`src/hdl/svm_pkg.sv`:
```
// shared types and constants for the stereo voice mixer
package svm_pkg;

    localparam int SAMPLE_W = 16;
    localparam int GAIN_W   = 16;
    localparam int PAN_W    = 17;
    localparam int PROD_W   = 32;
    localparam int ACC_W    = 34;
    localparam int CFG_IDX_W = 4;
    localparam int CFG_DATA_W = 17;
    localparam int VOICE_SLOTS = 4;

    localparam logic [GAIN_W-1:0] Q15_ONE = 16'd32768;

    // register indexes on the configuration port
    localparam logic [CFG_IDX_W-1:0] CFG_VOICE0_GAIN = 4'd0;
    localparam logic [CFG_IDX_W-1:0] CFG_VOICE1_GAIN = 4'd1;
    localparam logic [CFG_IDX_W-1:0] CFG_VOICE2_GAIN = 4'd2;
    localparam logic [CFG_IDX_W-1:0] CFG_VOICE3_GAIN = 4'd3;
    localparam logic [CFG_IDX_W-1:0] CFG_VOICE0_PAN  = 4'd4;
    localparam logic [CFG_IDX_W-1:0] CFG_VOICE1_PAN  = 4'd5;
    localparam logic [CFG_IDX_W-1:0] CFG_VOICE2_PAN  = 4'd6;
    localparam logic [CFG_IDX_W-1:0] CFG_VOICE3_PAN  = 4'd7;

    typedef struct packed {
        logic [1:0]                 voice;
        logic signed [SAMPLE_W-1:0] sample_left;
        logic signed [SAMPLE_W-1:0] sample_right;
        logic                       mono;
        logic                       last_in_frame;
    } in_word_t;

    typedef struct packed {
        logic signed [SAMPLE_W-1:0] left_out;
        logic signed [SAMPLE_W-1:0] right_out;
    } out_word_t;

    typedef struct packed {
        logic [VOICE_SLOTS-1:0][GAIN_W-1:0] gain;
        logic [VOICE_SLOTS-1:0][PAN_W-1:0]  pan;
    } cfg_regs_t;

    typedef struct packed {
        logic [GAIN_W-1:0] gain_l;
        logic [GAIN_W-1:0] gain_r;
    } eff_gain_t;

endpackage

```
`src/hdl/svm_cfg_regs.sv`:
```
// gain and pan configuration registers
module svm_cfg_regs
    import svm_pkg::*;
(
    input  logic                  clk,
    input  logic                  rst_n,
    input  logic                  cfg_we,
    input  logic [CFG_IDX_W-1:0]  cfg_index,
    input  logic [CFG_DATA_W-1:0] cfg_data,
    output cfg_regs_t             regs
);

    cfg_regs_t regs_reg;
    cfg_regs_t regs_next;

    always_comb
    begin
        regs_next = regs_reg;
        if (cfg_we)
        begin
            case (cfg_index)
                CFG_VOICE0_GAIN: regs_next.gain[0] = cfg_data[GAIN_W-1:0];
                CFG_VOICE1_GAIN: regs_next.gain[1] = cfg_data[GAIN_W-1:0];
                CFG_VOICE2_GAIN: regs_next.gain[2] = cfg_data[GAIN_W-1:0];
                CFG_VOICE3_GAIN: regs_next.gain[3] = cfg_data[GAIN_W-1:0];
                CFG_VOICE0_PAN:  regs_next.pan[0]  = cfg_data[PAN_W-1:0];
                CFG_VOICE1_PAN:  regs_next.pan[1]  = cfg_data[PAN_W-1:0];
                CFG_VOICE2_PAN:  regs_next.pan[2]  = cfg_data[PAN_W-1:0];
                CFG_VOICE3_PAN:  regs_next.pan[3]  = cfg_data[PAN_W-1:0];
                default:         regs_next = regs_reg;
            endcase
        end
    end

    always_ff @(posedge clk or negedge rst_n)
    begin
        if (!rst_n)
        begin
            for (int i = 0; i < VOICE_SLOTS; i++)
            begin
                regs_reg.gain[i] <= Q15_ONE;
                regs_reg.pan[i]  <= '0;
            end
        end
        else
        begin
            regs_reg <= regs_next;
        end
    end

    assign regs = regs_reg;

endmodule

```
`src/hdl/svm_gain.sv`:
```
// effective left and right gain of the selected voice
module svm_gain
    import svm_pkg::*;
#(
    parameter int NUM_VOICES   = 4,
    parameter int OUT_CHANNELS = 2
)
(
    input  cfg_regs_t  regs,
    input  logic [1:0] voice,
    output eff_gain_t  eff
);

    logic [GAIN_W-1:0]       gain;
    logic signed [PAN_W-1:0] pan;
    logic [GAIN_W-1:0]       fac_l;
    logic [GAIN_W-1:0]       fac_r;
    logic [PROD_W-1:0]       prod_l;
    logic [PROD_W-1:0]       prod_r;
    logic [PAN_W-1:0]        tmp_l;
    logic [PAN_W-1:0]        tmp_r;
    logic                    in_range;

    always_comb
    begin
        // clamp gain to unity and pan to +-1.0
        gain = (regs.gain[voice] > Q15_ONE) ? Q15_ONE : regs.gain[voice];
        pan  = $signed(regs.pan[voice]);
        if (pan > $signed({1'b0, Q15_ONE}))
            pan = $signed({1'b0, Q15_ONE});
        else if (pan < -$signed({1'b0, Q15_ONE}))
            pan = -$signed({1'b0, Q15_ONE});

        tmp_l = {1'b0, Q15_ONE} - pan;
        tmp_r = {1'b0, Q15_ONE} + pan;
        fac_l = (pan > 0) ? tmp_l[GAIN_W-1:0] : Q15_ONE;
        fac_r = (pan < 0) ? tmp_r[GAIN_W-1:0] : Q15_ONE;

        prod_l = gain * fac_l;
        prod_r = gain * fac_r;

        in_range = 32'(voice) < NUM_VOICES;

        eff.gain_l = (pan > 0) ? prod_l[GAIN_W+14:15] : gain;
        eff.gain_r = (pan < 0) ? prod_r[GAIN_W+14:15] : gain;
        if (!in_range)
        begin
            eff.gain_l = '0;
            eff.gain_r = '0;
        end
        if (OUT_CHANNELS < 2)
            eff.gain_r = '0;
    end

endmodule

```
`src/hdl/svm_accum.sv`:
```
// q30 accumulators, frame end rounding and output register
module svm_accum
    import svm_pkg::*;
(
    input  logic                     clk,
    input  logic                     rst_n,
    input  logic                     in_valid,
    input  logic signed [PROD_W-1:0] prod_l,
    input  logic signed [PROD_W-1:0] prod_r,
    input  logic                     in_last,
    output logic                     take,
    output logic                     out_valid,
    input  logic                     out_stall,
    output out_word_t                out_data
);

    logic signed [ACC_W-1:0] sum_l_reg, sum_l_next;
    logic signed [ACC_W-1:0] sum_r_reg, sum_r_next;
    logic                    out_valid_reg, out_valid_next;
    out_word_t               out_data_reg, out_data_next;
    logic signed [ACC_W-1:0] new_l;
    logic signed [ACC_W-1:0] new_r;
    logic                    out_free;
    logic                    fire;

    function automatic logic signed [ACC_W-1:0] sat_add(
        input logic signed [ACC_W-1:0]  acc,
        input logic signed [PROD_W-1:0] p
    );
        logic signed [ACC_W:0] s;
        s = {acc[ACC_W-1], acc} + (ACC_W+1)'(p);
        if (s[ACC_W] != s[ACC_W-1])
            sat_add = s[ACC_W] ? {1'b1, {(ACC_W-1){1'b0}}} : {1'b0, {(ACC_W-1){1'b1}}};
        else
            sat_add = s[ACC_W-1:0];
    endfunction

    // truncate toward zero to q15, then saturate to 16 bits
    function automatic logic signed [SAMPLE_W-1:0] to_out(input logic signed [ACC_W-1:0] s);
        logic signed [ACC_W-1:0]    t;
        logic signed [ACC_W-16:0]   q;
        t = s + (s[ACC_W-1] ? ACC_W'(32767) : ACC_W'(0));
        q = t[ACC_W-1:15];
        if (q > (ACC_W-14)'(32767))
            to_out = 16'sd32767;
        else if (q < -(ACC_W-14)'(32768))
            to_out = -16'sd32768;
        else
            to_out = q[SAMPLE_W-1:0];
    endfunction

    assign out_free = !out_valid_reg || !out_stall;
    assign take     = !in_last || out_free;
    assign fire     = in_valid && take;

    always_comb
    begin
        new_l          = sat_add(sum_l_reg, prod_l);
        new_r          = sat_add(sum_r_reg, prod_r);
        sum_l_next     = sum_l_reg;
        sum_r_next     = sum_r_reg;
        out_data_next  = out_data_reg;
        out_valid_next = out_free ? 1'b0 : out_valid_reg;
        if (fire)
        begin
            if (in_last)
            begin
                sum_l_next              = '0;
                sum_r_next              = '0;
                out_data_next.left_out  = to_out(new_l);
                out_data_next.right_out = to_out(new_r);
                out_valid_next          = 1'b1;
            end
            else
            begin
                sum_l_next = new_l;
                sum_r_next = new_r;
            end
        end
    end

    always_ff @(posedge clk or negedge rst_n)
    begin
        if (!rst_n)
        begin
            sum_l_reg     <= '0;
            sum_r_reg     <= '0;
            out_valid_reg <= 1'b0;
        end
        else
        begin
            sum_l_reg     <= sum_l_next;
            sum_r_reg     <= sum_r_next;
            out_valid_reg <= out_valid_next;
        end
    end

    always_ff @(posedge clk)
    begin
        out_data_reg <= out_data_next;
    end

    assign out_valid = out_valid_reg;
    assign out_data  = out_data_reg;

    a_frame_end_emits: assert property (@(posedge clk) disable iff (!rst_n)
        fire && in_last |=> out_valid_reg)
        else $error("frame end did not produce an output word");

    a_frame_end_clears: assert property (@(posedge clk) disable iff (!rst_n)
        fire && in_last |=> (sum_l_reg == '0) && (sum_r_reg == '0))
        else $error("accumulators not cleared at frame end");

    a_held_word_kept: assert property (@(posedge clk) disable iff (!rst_n)
        out_valid_reg && out_stall |-> !(fire && in_last))
        else $error("frame end taken over a waiting output word");

endmodule

```
`src/hdl/stereo_voice_mixer_gain_pan_top.sv`:
```
// top level of the stereo voice mixer with per-voice gain and linear pan
// data path: an accepted word passes the stage 1, stage 2 and output registers in turn
// throughput: one input word per cycle while not stalled; gain/pan stage, multiply stage and
//   accumulate stage each take one word per clock
// stalls only when stage 1 is full and a frame end in stage 2 waits on a stalled output word
// reset: async active low; gains return to unity, pans to center, sums to zero
module stereo_voice_mixer_gain_pan_top
    import svm_pkg::*;
#(
    parameter int NUM_VOICES   = 4,
    parameter int OUT_CHANNELS = 2
)
(
    input  logic                  clk,
    input  logic                  rst_n,
    // configuration write port
    input  logic                  cfg_we,
    input  logic [CFG_IDX_W-1:0]  cfg_index,
    input  logic [CFG_DATA_W-1:0] cfg_data,
    // input words, one voice frame each
    input  logic                  in_valid,
    output logic                  in_stall,
    input  in_word_t              in_data,
    // mixed stereo output words
    output logic                  out_valid,
    input  logic                  out_stall,
    output out_word_t             out_data
);

    cfg_regs_t regs;
    eff_gain_t eff;

    // stage 1: input word plus its effective gains
    logic                    s1_valid_reg;
    in_word_t                s1_word_reg;
    eff_gain_t               s1_gain_reg;

    // stage 2: products in q30
    logic                    s2_valid_reg;
    logic signed [PROD_W-1:0] s2_prod_l_reg;
    logic signed [PROD_W-1:0] s2_prod_r_reg;
    logic                    s2_last_reg;

    logic                    take;
    logic                    en1;
    logic                    en2;
    logic signed [SAMPLE_W-1:0] x_right;
    logic signed [PROD_W:0]  mul_l;
    logic signed [PROD_W:0]  mul_r;

    svm_cfg_regs u_cfg (
        .clk       (clk),
        .rst_n     (rst_n),
        .cfg_we    (cfg_we),
        .cfg_index (cfg_index),
        .cfg_data  (cfg_data),
        .regs      (regs)
    );

    // gains come from registers already settled before the word arrives
    svm_gain #(
        .NUM_VOICES   (NUM_VOICES),
        .OUT_CHANNELS (OUT_CHANNELS)
    ) u_gain (
        .regs  (regs),
        .voice (in_data.voice),
        .eff   (eff)
    );

    // each stage loads when empty or when the next one takes its word
    assign en2      = !s2_valid_reg || take;
    assign en1      = !s1_valid_reg || en2;
    assign in_stall = !en1;

    always_ff @(posedge clk or negedge rst_n)
    begin
        if (!rst_n)
        begin
            s1_valid_reg <= 1'b0;
            s2_valid_reg <= 1'b0;
        end
        else
        begin
            if (en1)
                s1_valid_reg <= in_valid;
            if (en2)
                s2_valid_reg <= s1_valid_reg;
        end
    end

    // mono words feed the left sample to both channels
    assign x_right = s1_word_reg.mono ? s1_word_reg.sample_left : s1_word_reg.sample_right;
    assign mul_l   = s1_word_reg.sample_left * $signed({1'b0, s1_gain_reg.gain_l});
    assign mul_r   = x_right * $signed({1'b0, s1_gain_reg.gain_r});

    always_ff @(posedge clk)
    begin
        if (en1)
        begin
            s1_word_reg <= in_data;
            s1_gain_reg <= eff;
        end
        if (en2)
        begin
            s2_prod_l_reg <= mul_l[PROD_W-1:0];
            s2_prod_r_reg <= mul_r[PROD_W-1:0];
            s2_last_reg   <= s1_word_reg.last_in_frame;
        end
    end

    svm_accum u_accum (
        .clk       (clk),
        .rst_n     (rst_n),
        .in_valid  (s2_valid_reg),
        .prod_l    (s2_prod_l_reg),
        .prod_r    (s2_prod_r_reg),
        .in_last   (s2_last_reg),
        .take      (take),
        .out_valid (out_valid),
        .out_stall (out_stall),
        .out_data  (out_data)
    );

endmodule

```
`config.mk`:
```
export PLATFORM = sky130hd
export DESIGN_NAME = stereo_voice_mixer_gain_pan_top
export DESIGN_NICKNAME = d
export VERILOG_FILES = /design/src/hdl/svm_pkg.sv /design/src/hdl/svm_cfg_regs.sv /design/src/hdl/svm_gain.sv /design/src/hdl/svm_accum.sv /design/src/hdl/stereo_voice_mixer_gain_pan_top.sv
export SDC_FILE = /design/constraint.sdc
export NUM_CORES = 2
export LEC_CHECK = 0
export BUFFER_PORTS_ARGS = -buffer_cell sky130_fd_sc_hd__buf_2
export CAP_MARGIN = 20
export CELL_PAD_IN_SITES_DETAIL_PLACEMENT = 1
export CELL_PAD_IN_SITES_GLOBAL_PLACEMENT = 2
export CORE_ASPECT_RATIO = 0.6
export CORE_MARGIN = 1
export CORE_UTILIZATION = 30
export CTS_CLUSTER_DIAMETER = 80
export DETAILED_ROUTE_END_ITERATION = 16
export PLACE_DENSITY = 0.66
export SETUP_SLACK_MARGIN = 0.5
export SLEW_MARGIN = 20
export SYNTH_ARGS = -nofsm -noshare
export SYNTH_HDL_FRONTEND = slang
export SYNTH_SLANG_ARGS = --single-unit
```
`constraint.sdc`:
```
create_clock -name clk -period 11.83 [get_ports clk]
set_clock_uncertainty 0.1 [all_clocks]
set_input_delay 0 -clock clk [delete_from_list [all_inputs] [get_ports clk]]
set_output_delay 0 -clock clk [all_outputs]
set_load 0.03 [all_outputs]
```
==> metrics.txt <==
CTS Sinks 366; Max Cap Viol 0; gr busiest metal met1; initial core utilization 30.3%; # nets final 7,000; Longest Clk Path Bufs 3; Non-Filler Instances 8,018; average cell area after synthesis 9.54 um2; CP endpoint kind register; CTS Buf Count 47; Post-DRT Antenna Nets 0; initial antenna violation count 17; die area ~180,000 um2; row count 118; post-CTS setup buffers 0; DP Wirelength 147 mm; Seq/Total Area, Yosys 19.0%; met3 GRT Util 4.94%; DRT iter0 DRCs 2,557; drt total wl 187 mm; Die W 542 um; Final setup viols 0; Post-synth EDFFs 163; Startpoint Class register; most frequent cells in the layout inv_1 (944), fa_1 (774), nand2_1 (743); DR vias around 40,000; Slew @ Worst Pin about 1.2 ns; Clock Latency Late Sink about 0.67 ns; CTS H-tree lvls 2; area added between synthesis and finish 11.8%; Syn Nets 6,862; GRT overflow 0; Routed WL per cell between 20 and 25 um; ys async rst share 55.5%; DR DRC count 0; Final Hold Vio Count 0; setup TNS 0 ns; Worst EP required ~12 ns; Worst Hold Class input port to register; global routing usage on met2 28.6%; first drt pass iteration count 5; count of input and output buffers 95; crit-path most repeated cell fa_1; Final Max Tran Viols 0; Netlist cell types 95; Slew Limit Headroom 19.1%; largest net degree at the start of global routing 76; Fmax between 90 and 100 MHz; number of buffers and inverters on the critical path 6; die height 326 um; RSZ-0062 raised after global routing false; Worst EP arrival between 10 and 15 ns; Placer Congestion roughly 0.86; number of global-route vias before repair 42,700; Most used DFF post-synth dfrtp_1; Final Critical Period between 10 and 15 ns; CP delay by family, top adder cells; Slowest-stage cell, CP mux4_2; max FFs per register 132; commonest non-fill, non-tap cell in the layout inv_1; post-synthesis cell count 5,501; CTS clk-pin slew, worst paths 0.06 ns; I/O pin count 96; vias per std cell ~5.0; final period utilization 91.3%; GR Util All Layers 21.4%; first-pass GRT wire length 283 mm; core box area between 150,000 and 200,000 um2; status completed; CTS tree built; Critical Path Max Stage Delay 0.59 ns; Synth Warn # 0; root buffer cell clkbuf_16; met1 Use GR 34.7%; #FFs+latches synth 366; mapped cell area around 52,000 um2; layout cells sized above 1 9.97%; Placed Instances around 7,800; FILL cells 19,900; critical path type register to register; CP max FO 35
-- path summary, 6_finish.rpt --
kind                                            startpoint                                end  slack [ns]  depth (start not counted)
min in group asynchronous                            rst_n  u_accum.sum_l_reg[20]$_DFFE_PN0P_        0.44                          4
max in group asynchronous                            rst_n          u_cfg.regs[3]$_DFFE_PN0P_        9.39                          5
worst max register to register  u_cfg.regs[46]$_DFFE_PN0P_          s1_gain_reg[29]$_DFFE_PN_        1.02                         37
worst min-delay path                           in_data[11]          s1_word_reg[11]$_DFFE_PN_        0.07                          2
worst min register to register    s1_word_reg[0]$_DFFE_PN_              s2_last_reg$_DFFE_PP_        0.36                          0
worst max-delay path            u_cfg.regs[46]$_DFFE_PN0P_          s1_gain_reg[29]$_DFFE_PN_        1.02                         37
-- Yosys cell counts, drive strengths merged, types with 47 or more instances --
cell    number  area [um2]
nor2       337        1260
dfrtp      199        4980
clkbuf     195         732
a21oi      164         832
xor2        62         543
xnor2      118        1040
a21o        73         548
nand2      745        2800
inv        946        3550
fa         774       15500
nand3       51         255
nor2b       97         607
ha         525        6570
edfxtp     163        4890
mux2       145        1630
a22o        47         412
o21ai      172         898
and2       185        1160
-- routing by layer --
layer  up-vias  part of all wire, %
li1      17900                    -
met1     20900                   53
met2       944                   38
met3       109                  7.8
met4         2                  1.1
met5         -               0.0096
-- repair_timing --
| action | in CTS | in global routing |
|---|---|---|
| resized for setup | 2 | 8 |
| setup endpoints to repair | 1 | 8 |
| hold buffers | 94 | 0 |
| endpoints found under the hold margin | 258 | 0 |
-- through the flow --
stage / hold slack, ns / worst slack [ns] / utilization, % / cell area (um2)
after global placement: -0.0347 / 0.412 / 32.4 / 56100
after floorplan: -0.396 / 1.47 / - / 52500
after CTS: 0.00977 / 0.539 / 33.8 / 58600
final: 0.0654 / 1.02 / 33.9 / 58700
after global routing: 0.0583 / 0.543 / 33.9 / 58700
after detailed placement: -0.0260 / 0.159 / 32.4 / 56100
-- layout make-up --
cell class,instances,area (um2),area share [%]
Clock inverter,18,213,0.363
Clock buffer,67,1370,2.34
Multi-Input combinational cell,3968,38200,65.2
Antenna cell,3,7.51,0.0128
Inverter,946,3550,6.05
Timing Repair Buffer,310,2380,4.05
Sequential cell,366,9980,17.0
Tap cell,2340,2930,4.99
-- logic make-up (layout without fill, tap and decap cells) --
kind of cell	count (synthesis)	in the layout	synth area share, %
and+or+nand+nor	1642	1642	14.4
adders and majority gates	1316	1316	42.4
buffers and inverters	1167	1341	8.42
muxes	189	189	4.74
other	0	3	0
DFF	366	366	19.0
AOI/OAI and AO/OA	641	641	8.04
xor gates and xnor gates	180	180	3.02
Power is not shown: default switching activity piles up to over one toggle a cycle in this logic, so the estimate is an artifact.
